## src/rtl/core/lrb_pkg.sv

```systemverilog
// shared types, codes and reset values for the link reconnect backoff block
`default_nettype none

package lrb_pkg;

    localparam int TIME_W     = 48;
    localparam int DEADLINE_W = TIME_W + 1;
    localparam int DELAY_W    = 32;
    localparam int PORT_W     = 16;
    localparam int CFG_IDX_W  = 3;
    localparam int CFG_DATA_W = 32;

    // link states
    localparam logic [2:0] ST_DISABLED   = 3'd0;
    localparam logic [2:0] ST_WAITNET    = 3'd1;
    localparam logic [2:0] ST_READY      = 3'd2;
    localparam logic [2:0] ST_CONNECTING = 3'd3;
    localparam logic [2:0] ST_ONLINE     = 3'd4;
    localparam logic [2:0] ST_BACKOFF    = 3'd5;
    localparam logic [2:0] ST_FAULT      = 3'd6;

    // actions
    localparam logic [1:0] ACT_NONE       = 2'd0;
    localparam logic [1:0] ACT_CONNECT    = 2'd1;
    localparam logic [1:0] ACT_DISCONNECT = 2'd2;

    // event modes
    localparam logic [2:0] MODE_TICK         = 3'd0;
    localparam logic [2:0] MODE_CONNECTING   = 3'd1;
    localparam logic [2:0] MODE_CONNECTED    = 3'd2;
    localparam logic [2:0] MODE_DISCONNECTED = 3'd3;
    localparam logic [2:0] MODE_RESTART      = 3'd4;

    // register indexes
    localparam logic [CFG_IDX_W-1:0] REG_LINK_ENABLED  = 3'd0;
    localparam logic [CFG_IDX_W-1:0] REG_ENDPOINT_SET  = 3'd1;
    localparam logic [CFG_IDX_W-1:0] REG_DEVICE_ID_SET = 3'd2;
    localparam logic [CFG_IDX_W-1:0] REG_SERVER_PORT   = 3'd3;
    localparam logic [CFG_IDX_W-1:0] REG_BASE_BACKOFF  = 3'd4;
    localparam logic [CFG_IDX_W-1:0] REG_MAX_BACKOFF   = 3'd5;

    localparam logic [DELAY_W-1:0] BASE_BACKOFF_RST = 32'd1000;
    localparam logic [DELAY_W-1:0] MAX_BACKOFF_RST  = 32'd60000;

    typedef struct packed {
        logic               link_enabled;
        logic               endpoint_set;
        logic               device_id_set;
        logic [PORT_W-1:0]  server_port;
        logic [DELAY_W-1:0] base_backoff;
        logic [DELAY_W-1:0] max_backoff;
    } lrb_cfg_t;

    typedef struct packed {
        logic [2:0]        mode;
        logic              network_up;
        logic [TIME_W-1:0] time_ms;
        logic              auth_failed;
    } lrb_item_t;

    typedef struct packed {
        logic [1:0] action;
        logic [2:0] link_state;
    } lrb_result_t;

endpackage

`default_nettype wire

```

## src/rtl/core/link_reconnect_backoff_fsm.sv

```systemverilog
// top level: request input register, link state machine and result register
// an accepted request waits in the input register until the result register is free
// throughput: one request per cycle unless stalled, the state update is combinational
// an output stall holds the result while the input register may still take one request
// reset: asynchronous, clears both valid flags, state goes to disabled with delay 1000
// config writes are taken every cycle and applied by a restart request
`default_nettype none

module link_reconnect_backoff_fsm (
    input  wire logic                            clk,
    input  wire logic                            rst_n,
    input  wire logic                            in_valid,
    output logic                                 in_stall,
    input  wire logic [2:0]                      mode,
    input  wire logic                            network_up,
    input  wire logic [lrb_pkg::TIME_W-1:0]      time_ms,
    input  wire logic                            auth_failed,
    output logic                                 out_valid,
    input  wire logic                            out_stall,
    output logic [1:0]                           action,
    output logic [2:0]                           link_state,
    input  wire logic                            cfg_valid,
    output logic                                 cfg_ready,
    input  wire logic [lrb_pkg::CFG_IDX_W-1:0]   cfg_index,
    input  wire logic [lrb_pkg::CFG_DATA_W-1:0]  cfg_data
);
    import lrb_pkg::*;

    lrb_cfg_t    cfg;
    lrb_item_t   item_reg;
    lrb_result_t step_result;
    lrb_result_t result_reg;
    logic        in_vld_reg, in_vld_next;
    logic        out_vld_reg, out_vld_next;
    logic        advance;
    logic        in_take;

    assign cfg_ready = 1'b1;

    lrb_cfg u_cfg (
        .clk      (clk),
        .rst_n    (rst_n),
        .wr_en    (cfg_valid && cfg_ready),
        .wr_index (cfg_index),
        .wr_data  (cfg_data),
        .cfg      (cfg)
    );

    // request moves into the state machine when the result register is free
    assign advance  = in_vld_reg && (!out_vld_reg || !out_stall);
    assign in_stall = in_vld_reg && !advance;
    assign in_take  = in_valid && !in_stall;

    lrb_core u_core (
        .clk    (clk),
        .rst_n  (rst_n),
        .step_en(advance),
        .item   (item_reg),
        .cfg    (cfg),
        .result (step_result)
    );

    assign in_vld_next  = in_take || (in_vld_reg && !advance);
    assign out_vld_next = advance || (out_vld_reg && out_stall);

    always_ff @(posedge clk or negedge rst_n)
    begin
        if (!rst_n)
        begin
            in_vld_reg  <= 1'b0;
            out_vld_reg <= 1'b0;
        end
        else
        begin
            in_vld_reg  <= in_vld_next;
            out_vld_reg <= out_vld_next;
        end
    end

    always_ff @(posedge clk)
    begin
        if (in_take)
        begin
            item_reg.mode        <= mode;
            item_reg.network_up  <= network_up;
            item_reg.time_ms     <= time_ms;
            item_reg.auth_failed <= auth_failed;
        end
        if (advance)
        begin
            result_reg <= step_result;
        end
    end

    assign out_valid  = out_vld_reg;
    assign action     = result_reg.action;
    assign link_state = result_reg.link_state;

    a_advance_fills_out: assert property (@(posedge clk) disable iff (!rst_n)
        advance |=> out_vld_reg)
        else $error("advanced request lost before result register");

    a_stall_cause: assert property (@(posedge clk) disable iff (!rst_n)
        in_stall |-> (in_vld_reg && out_vld_reg && out_stall))
        else $error("input stalled without a blocked result");

    a_held_request: assert property (@(posedge clk) disable iff (!rst_n)
        in_stall |=> in_vld_reg && $stable(item_reg))
        else $error("pending request dropped while stalled");

endmodule

`default_nettype wire

```

## src/rtl/core/lrb_cfg.sv

```systemverilog
// configuration register file, written through the config request channel
`default_nettype none

module lrb_cfg (
    input  wire logic                            clk,
    input  wire logic                            rst_n,
    input  wire logic                            wr_en,
    input  wire logic [lrb_pkg::CFG_IDX_W-1:0]   wr_index,
    input  wire logic [lrb_pkg::CFG_DATA_W-1:0]  wr_data,
    output lrb_pkg::lrb_cfg_t                    cfg
);
    import lrb_pkg::*;

    lrb_cfg_t cfg_reg;
    lrb_cfg_t cfg_next;

    always_comb
    begin
        cfg_next = cfg_reg;
        if (wr_en)
        begin
            case (wr_index)
                REG_LINK_ENABLED:  cfg_next.link_enabled  = wr_data[0];
                REG_ENDPOINT_SET:  cfg_next.endpoint_set  = wr_data[0];
                REG_DEVICE_ID_SET: cfg_next.device_id_set = wr_data[0];
                REG_SERVER_PORT:   cfg_next.server_port   = wr_data[PORT_W-1:0];
                REG_BASE_BACKOFF:  cfg_next.base_backoff  = wr_data[DELAY_W-1:0];
                REG_MAX_BACKOFF:   cfg_next.max_backoff   = wr_data[DELAY_W-1:0];
                default:           cfg_next = cfg_reg;
            endcase
        end
    end

    always_ff @(posedge clk or negedge rst_n)
    begin
        if (!rst_n)
        begin
            cfg_reg.link_enabled  <= 1'b0;
            cfg_reg.endpoint_set  <= 1'b0;
            cfg_reg.device_id_set <= 1'b0;
            cfg_reg.server_port   <= '0;
            cfg_reg.base_backoff  <= BASE_BACKOFF_RST;
            cfg_reg.max_backoff   <= MAX_BACKOFF_RST;
        end
        else
        begin
            cfg_reg <= cfg_next;
        end
    end

    assign cfg = cfg_reg;

endmodule

`default_nettype wire

```

## src/rtl/core/lrb_core.sv

```systemverilog
// link state machine with applied configuration and capped exponential backoff
`default_nettype none

module lrb_core (
    input  wire logic         clk,
    input  wire logic         rst_n,
    input  wire logic         step_en,
    input  wire lrb_pkg::lrb_item_t item,
    input  wire lrb_pkg::lrb_cfg_t  cfg,
    output lrb_pkg::lrb_result_t result
);
    import lrb_pkg::*;

    // applied configuration, with validity and start delay worked out at restart
    logic                  enabled_reg, enabled_next;
    logic                  cfg_ok_reg, cfg_ok_next;
    logic [DELAY_W-1:0]    start_delay_reg, start_delay_next;
    logic [DELAY_W-1:0]    max_backoff_reg, max_backoff_next;

    logic [2:0]            state_reg, state_next;
    logic [DELAY_W-1:0]    delay_reg, delay_next;
    logic [DEADLINE_W-1:0] deadline_reg, deadline_next;
    logic [1:0]            act;

    logic                  is_active;
    logic                  new_cfg_ok;
    logic [DELAY_W-1:0]    new_start_delay;
    logic [DELAY_W-1:0]    doubled;
    logic [DEADLINE_W-1:0] now_ext;

    assign is_active = state_reg inside {ST_CONNECTING, ST_ONLINE};
    assign now_ext   = {1'b0, item.time_ms};

    assign new_cfg_ok = cfg.endpoint_set && cfg.device_id_set
                     && (cfg.server_port != '0) && (cfg.base_backoff != '0)
                     && (cfg.max_backoff >= cfg.base_backoff);
    assign new_start_delay = (cfg.base_backoff > DELAY_W'(1)) ? cfg.base_backoff
                                                              : DELAY_W'(1);

    // doubling saturates at the ceiling without wrapping
    assign doubled = (delay_reg > (max_backoff_reg >> 1)) ? max_backoff_reg
                                                          : {delay_reg[DELAY_W-2:0], 1'b0};

    always_comb
    begin
        enabled_next     = enabled_reg;
        cfg_ok_next      = cfg_ok_reg;
        start_delay_next = start_delay_reg;
        max_backoff_next = max_backoff_reg;
        state_next       = state_reg;
        delay_next       = delay_reg;
        deadline_next    = deadline_reg;
        act              = ACT_NONE;
        case (item.mode)
            MODE_TICK:
            begin
                if (!enabled_reg)
                begin
                    state_next = ST_DISABLED;
                    act        = is_active ? ACT_DISCONNECT : ACT_NONE;
                end
                else if (!cfg_ok_reg)
                begin
                    state_next = ST_FAULT;
                end
                else if (!item.network_up)
                begin
                    state_next = ST_WAITNET;
                    act        = is_active ? ACT_DISCONNECT : ACT_NONE;
                end
                else if (state_reg inside {ST_WAITNET, ST_READY})
                begin
                    state_next = ST_READY;
                    act        = ACT_CONNECT;
                end
                else if ((state_reg == ST_BACKOFF) && (now_ext >= deadline_reg))
                begin
                    state_next = ST_READY;
                    act        = ACT_CONNECT;
                end
            end
            MODE_CONNECTING:
            begin
                if (state_reg != ST_FAULT)
                begin
                    state_next = ST_CONNECTING;
                end
            end
            MODE_CONNECTED:
            begin
                state_next    = ST_ONLINE;
                delay_next    = start_delay_reg;
                deadline_next = '0;
            end
            MODE_DISCONNECTED:
            begin
                if (item.auth_failed)
                begin
                    state_next = ST_FAULT;
                end
                else if (!enabled_reg)
                begin
                    state_next = ST_DISABLED;
                end
                else
                begin
                    state_next    = ST_BACKOFF;
                    deadline_next = now_ext + {{(DEADLINE_W-DELAY_W){1'b0}}, delay_reg};
                    delay_next    = (doubled < max_backoff_reg) ? doubled : max_backoff_reg;
                end
            end
            MODE_RESTART:
            begin
                enabled_next     = cfg.link_enabled;
                cfg_ok_next      = new_cfg_ok;
                start_delay_next = new_start_delay;
                max_backoff_next = cfg.max_backoff;
                delay_next       = new_start_delay;
                deadline_next    = '0;
                if (!cfg.link_enabled)
                begin
                    state_next = ST_DISABLED;
                end
                else
                begin
                    state_next = new_cfg_ok ? ST_WAITNET : ST_FAULT;
                end
            end
            default:
            begin
                state_next = state_reg;
            end
        endcase
    end

    always_ff @(posedge clk or negedge rst_n)
    begin
        if (!rst_n)
        begin
            enabled_reg     <= 1'b0;
            cfg_ok_reg      <= 1'b0;
            start_delay_reg <= BASE_BACKOFF_RST;
            max_backoff_reg <= MAX_BACKOFF_RST;
            state_reg       <= ST_DISABLED;
            delay_reg       <= BASE_BACKOFF_RST;
            deadline_reg    <= '0;
        end
        else if (step_en)
        begin
            enabled_reg     <= enabled_next;
            cfg_ok_reg      <= cfg_ok_next;
            start_delay_reg <= start_delay_next;
            max_backoff_reg <= max_backoff_next;
            state_reg       <= state_next;
            delay_reg       <= delay_next;
            deadline_reg    <= deadline_next;
        end
    end

    assign result.action     = act;
    assign result.link_state = state_next;

    a_connected_resets: assert property (@(posedge clk) disable iff (!rst_n)
        step_en && (item.mode == MODE_CONNECTED)
        |=> (state_reg == ST_ONLINE) && (deadline_reg == '0) && (delay_reg == start_delay_reg))
        else $error("connected event did not reset the backoff");

    a_restart_clears: assert property (@(posedge clk) disable iff (!rst_n)
        step_en && (item.mode == MODE_RESTART)
        |=> (deadline_reg == '0) && (delay_reg == start_delay_reg) && (delay_reg != '0))
        else $error("restart did not reload the delay");

    a_fault_needs_cause: assert property (@(posedge clk) disable iff (!rst_n)
        step_en && (item.mode == MODE_CONNECTING) && (state_reg == ST_FAULT)
        |=> (state_reg == ST_FAULT))
        else $error("connecting event left fault state");

endmodule

`default_nettype wire
```

## config.mk

```make
export PLATFORM = sky130hd
export DESIGN_NAME = link_reconnect_backoff_fsm
export DESIGN_NICKNAME = d
export VERILOG_FILES = /design/src/rtl/core/lrb_pkg.sv /design/src/rtl/core/link_reconnect_backoff_fsm.sv /design/src/rtl/core/lrb_cfg.sv /design/src/rtl/core/lrb_core.sv
export SDC_FILE = /design/constraint.sdc
export NUM_CORES = 1
export LEC_CHECK = 0
export ABC_AREA = 1
export BUFFER_PORTS_ARGS = -buffer_cell sky130_fd_sc_hd__buf_2
export CAP_MARGIN = 10
export CORE_MARGIN = 8
export CORE_UTILIZATION = 55
export CTS_CLUSTER_SIZE = 14
export DETAILED_ROUTE_END_ITERATION = 8
export HOLD_SLACK_MARGIN = 0.05
export PLACE_DENSITY_LB_ADDON = 0.15
export SKIP_LAST_GASP = 1
export SLEW_MARGIN = 15
export SYNTH_ARGS = -nofsm -noshare
export SYNTH_HDL_FRONTEND = slang
export SYNTH_HIERARCHICAL = 1
export SYNTH_SLANG_ARGS = --single-unit
```

## constraint.sdc

```tcl
create_clock -name clk -period 4.75 [get_ports clk]
set_input_delay 0.475 -clock clk [delete_from_list [all_inputs] [get_ports clk]]
set_output_delay 0.475 -clock clk [all_outputs]
set_load 0.03 [all_outputs]
```

======== Word level (Yosys, flattened, before mapping) ========
Cells that the tools add are included.
W data, S select, Z words.
operators by class
  add/sub/neg operators ................... 1
  $lt $le $gt $ge ......................... 5
  eq/ne operators ......................... 17
  multiplexer cells ....................... 26
  reductions and logical operators ........ 34
operator list
  kind                   number
  $mux W32               5
  $mux W49               2
  $pmux W49 S2           1
  $pmux W32 S3           1
  $add A48 B32 Y49       1
  $ge A48 B49 Y1         1
  $ge A32 B32 Y1         1
  $gt A32 B1 Y1 const B  1
  $gt A32 B31 Y1         1
  $lt A32 B32 Y1         1
  $reduce_bool A32 Y1    1
  $mux W3                10
  $eq A3 B2 Y1 const B   6
  $reduce_bool A16 Y1    1
  $eq A3 B3 Y1 const B   5
  $pmux W3 S5            1
  $reduce_and A2 Y1      7
  $mux W2                5
  $eq A3 B1 Y1 const B   3
  $logic_and A1 B1 Y1    9
  $reduce_and A4 Y1      2
  $logic_not A3 Y1       2
  $reduce_bool A2 Y1     3
  $logic_not A1 Y1       4
  other kinds (7)        9
word-level totals
  register bits ........................... 293
  output and inout bits ................... 8

======== Logic depth before layout (Yosys ltp) ========
  depth in word-level cells ............... 8
  depth in mapped cells ................... 32

======== Modules after synthesis ========
The synthesis kept the hierarchy.
modules (own cells, without submodules)
  module                      instances  cells an instance  area an instance (µm²)  sequential area each (µm²)
  lrb_core                    1          1791               12699.7                 3777.4
  lrb_cfg                     1          371                3288.2                  2093.3
  link_reconnect_backoff_fsm  1          72                 1848.0                  1791.7

======== Worst setup path before layout ========
OpenSTA, ideal clock, no wires.
  kind .................................... reg-to-reg
  start point ............................. register u_core.max_backoff_reg[6]
  end point ............................... register u_core.delay_reg[24]
  library setup time ...................... 0.128 ns
  data arrival time ....................... 3.516 ns
  setup slack ............................. 1.107 ns
  cell stages (with the launch flop) ...... 25
  buffers on the path ..................... 2
  period minus slack after synthesis ...... 3.643 ns
  path through ............................ dfstp_2 inv_1 ha_1 a21oi_1 nor2_1 nor2_1 nand2_1 nand2_1 nand2_1 nand2_1 nand2_1 nand2_2 buf_1 nand2_1 o21ai_0 ha_1 a21oi_1 nor2_1 a211oi_1 o221ai_1 a21oi_1 clkbuf_1 nand3_1 nand3_1 a21oi_1
on the way
  cells in the longest elaborated chain, start to end .. 7
RTL lines
  item                    line             text
  from (decl)             lrb_core.sv:18   logic [DELAY_W-1:0] max_backoff_reg, max_backoff_next;
  from (signal assigned)  lrb_core.sv:153  max_backoff_reg <= max_backoff_next;
  $gt A32 B31 Y1          lrb_core.sv:41   assign doubled = (delay_reg > (max_backoff_reg >> 1)) ? max_backoff_reg
  $mux W32                lrb_core.sv:41
  $lt A32 B32 Y1          lrb_core.sv:109  delay_next = (doubled < max_backoff_reg) ? doubled : max_backoff_reg;
  $mux W32 *              lrb_core.sv:109
  $mux W32 *              lrb_core.sv:101  else if (!enabled_reg)
  $mux W32 *              lrb_core.sv:97   if (item.auth_failed)
  $pmux W32 S3 *          lrb_core.sv:54   case (item.mode)
  to (signal assigned)    lrb_core.sv:155  delay_reg <= delay_next;
  to (decl)               lrb_core.sv:21   logic [DELAY_W-1:0] delay_reg, delay_next;
Mark *: on every way between the ends. The rest lies on a longest branch, timed or not. The select of a mux whose other input is x is not followed.
A chain may end at the register's enable or synchronous reset.

======== Worst setup path after layout ========
  start point ............................. register u_core.max_backoff_reg[31]
  end point ............................... register u_core.delay_reg[27]
The elaborated chain is that of the path after synthesis.

==> summary.md <==
| Metric | Value |
|---|---|
| Status | finished, final reports clean |
| RSZ-0062 raised after global routing | no |
| Slowest CP cell | buf_4 |
| Total number of vias | between 15000 and 20000 |
| Clock transition at path regs | 0.06 ns |
| Mean Syn Cell Area | between 7 and 8 um^2 |
| First-pass GRT wire length | around 76 mm |
| Drt drc | 0 |
| Worst setup path category | flop to flop |
| Root Driver | clkbuf_16 |
| Largest net degree at the start of global routing | 120 |
| P_leak | 9.49 nW |
| Max_cap viols | 0 |
| Synth Cell Area | between 15000 and 20000 um^2 |
| Peak VDD IR | ~0.00026 V |
| Die ar. | between 30000 and 40000 um^2 |
| Tot GR Track Use | roughly a quarter |
| Async SR Flop Fraction | 80.2% |
| CP endpoint kind | flop |
| Fin cells | 2750 |
| Cell mode on critical path | nand2_1 |
| Fin Hold WS | between 0.1 and 0.15 ns |
| Io pins | between 100 and 150 |
| DP HPWL | 33.7 mm |
| Crit start category | flop |
| Global placement routability congestion | ~0.9 |
| Total iterations of the first detailed-routing run | 7 |
| Fin nets | approximately 2600 |
| CTS tree | built |
| Initial antenna violation count | 0 |
| Area grow syn2layout | 11.2% |
| Synth Flop Type | dfrtp_1 |
| Filler cells | ~2900 |
| Reg area | between 7000 and 8000 um^2 |
| Pwr Total | ~11 mW |
| Worst-path cell chain | inv_1 > ha_1 > nand2_1 > nand2_1 > a31oi_1 > nand2_1 > a21oi_1 > nand2_1 > nand2_2 > buf_4 > nand2_1 > o21ai_0 > ha_1 > a21oi_1 > nor2_1 > a211oi_1 > o221a_2 > nand2_2 > nand2_4 > buf_4 > nand3_1 > nand3_1 > a21oi_1 |
| Num rows | 66 |
| Antenna Cells | 0 |
| Cells after DPL | 2685 |
| Register area share after synthesis | between 40% and 50% |
| H-tree depth reported by CTS | 2 |
| Synth Register Bits | slightly below 300 |
| Worst-Margin Slew | between 1 and 1.5 ns |
| Final setup viols | 0 |
| Hold Path Class | primary input to flop |
| Largest stage delay, worst path | ~0.37 ns |
| Average wire per standard cell | about 17 um |
| Port buffer count | 99 |
| Post-Synthesis Cells | ~2200 |
| Max reg flops | 83 |
| Yosys Warn Count | 6 |
| EDFF count, synth | 58 |
| Skew final | 0.0159 ns |
| Via density | between 5 and 6 |
| Final Cycle Share | 90.6% |
| Total setup buffers inserted after CTS | 0 |
| Multi-input logic area | approximately 8800 um^2 |
| Final setup TNS | 0 ns |
| PD cells | between 500 and 600 nW/um^2 |
| Syn Nets | 2502 |
| Fin. max-slew vios | 0 |
| Global route overflow | 0 |
| Die Span X | 196 um |
| DRT iter0 DRCs | roughly 1100 |
| Final Hold Fails | 0 |
| Worst Path Arrival | approximately 4.7 ns |
| Post-layout min period | between 4 and 5 ns |
| Worst-Skew Late Latency | between 0.5 and 0.6 ns |
| Req. time, crit path | a little over 5 ns |
| Clock buffer depth | 3 |
| Antenna Nets Post-Route | 0 |
| Core area | 32200 um^2 |
| Share of cells above drive strength 1 | about a tenth |
| Cts bufs inserted | 35 |
| Final WL | ~46 mm |
| Relative slew slack | 30.5% |
| FMAX | roughly 230 MHz |
| Die height | 196 um |
| Initial Util | between 50% and 60% |
| Largest fanout on the critical path | 32 |
| Synth unique cells | 56 |
| Clk sink count | roughly 300 |
| Number of global-route vias before repair | 15200 |
[kinds of logic (layout without fill, tap and decap cells)]
kind of cell	count (synthesis)	in the layout	synth area share, %
and+or+nand+nor	987	987	23.0
AOI/OAI and AO/OA	429	429	13.7
buffers and inverters	342	450	7.66
DFF	293	293	43.0
adders and majority gates	175	175	12.3
xor gates and xnor gates	7	7	0.344
other	1	1	0.0210
[worst paths after layout]
path	from	to	slack, ns	cells past startpoint
max in group asynchronous	rst_n	u_cfg/cfg[60]	3.12	3
min in group asynchronous	rst_n	u_core/deadline_reg[46]	0.55	2
setup / recovery	u_core/max_backoff_reg[31]	u_core/delay_reg[27]	0.45	23
hold reg to reg	u_cfg/cfg[78]	u_cfg/cfg[78]	0.48	2
setup reg to reg	u_core/max_backoff_reg[31]	u_core/delay_reg[27]	0.45	23
hold / removal	time_ms[6]	item_reg[7]	0.13	1
[layer usage]
metal | up-vias | GRT usage, % | share of wire (%)
met1 | 7230 | 33.4 | 47
li1 | 7653 | - | -
met4 | 0 | 8.09 | 3.0
met3 | 97 | 2.98 | 4.7
met2 | 432 | 38.2 | 46
met5 | - | 0 | 0
[critical path, delay by kind of cell (launching register included)]
kind / cells / cell delay [ns]
AO/OA/AOI/OAI: 7 / 1.14
adder cells (fa/ha/maj): 2 / 0.59
buffers and inverters: 3 / 0.91
flip-flops: 1 / 0.35
AND/OR/NAND/NOR: 11 / 1.18
[report_power, final]
group | switching, mW | total [mW] | internal [mW] | leakage [nW]
clock | 1.06 | 2.64 | 1.58 | 0.570
sequential | 0.454 | 3.68 | 3.23 | 3.45
combinational | 3.00 | 4.75 | 1.75 | 5.47
[final cells by class]
type / count / share of cell area, %
clock buffer: 50 / 5.21
clock inverter: 14 / 0.574
inverter: 269 / 5.10
multi-input combinational: 1599 / 44.5
sequential: 293 / 38.6
tap: 408 / 2.57
timing repair buffer: 117 / 3.37
[metrics by stage]
step | setup slack (ns) | area, um^2 | utilization (%)
2_1_floorplan | 1.11 | 17800 | -
3_3_place_gp | 0.640 | 18700 | 58.0
3_5_place_dp | 0.569 | 18700 | 58.0
4_1_cts | 0.549 | 19800 | 61.6
5_1_grt | 0.0844 | 19800 | 61.6
6_report | 0.445 | 19800 | 61.6
[repair_timing]
action / in CTS / in global routing
endpoints found under the hold margin: 75 / 0
gates resized for setup: 0 / 0
hold buffers: 1 / 0
[cell usage in the layout (no fill, tap or decap), types with 7 or more instances in the layout]
cell,count
nor4_1,17
edfxtp_1,58
nand2_1,594
a31oi_1,7
nand3_1,128
nor2_1,168
dfrtp_1,203
dfstp_2,32
a21oi_1,145
o21ai_0,153
a211oi_1,9
clkbuf_8,8
o21ai_1,7
buf_4,15
buf_2,98
clkbuf_16,36
o21a_1,8
nand4_1,34
a311oi_1,8
ha_1,174
o22ai_1,52
clkinv_2,7
nor3_1,22
inv_1,265
[Yosys cell counts, drive strengths merged, types with 6 or more instances]
master  count  area, um^2
nand2     602        2290
inv       269        1010
dfrtp     203        5080
nor2      176         683
ha        174        2180
o21ai     167         866
a21oi     149         757
nand3     129         651
edfxtp     58        1740
o22ai      52         325
clkbuf     41         154
nand4      34         213
buf        32         203
dfstp      32         841
nor3       22         110
nor4       17         106
a211oi      9        67.6
a311oi      8        70.1
o21a        8        60.1
a31oi       7        43.8
a21o        6        45.0
xor2        6        52.6
(Power assumes the default switching activity.)
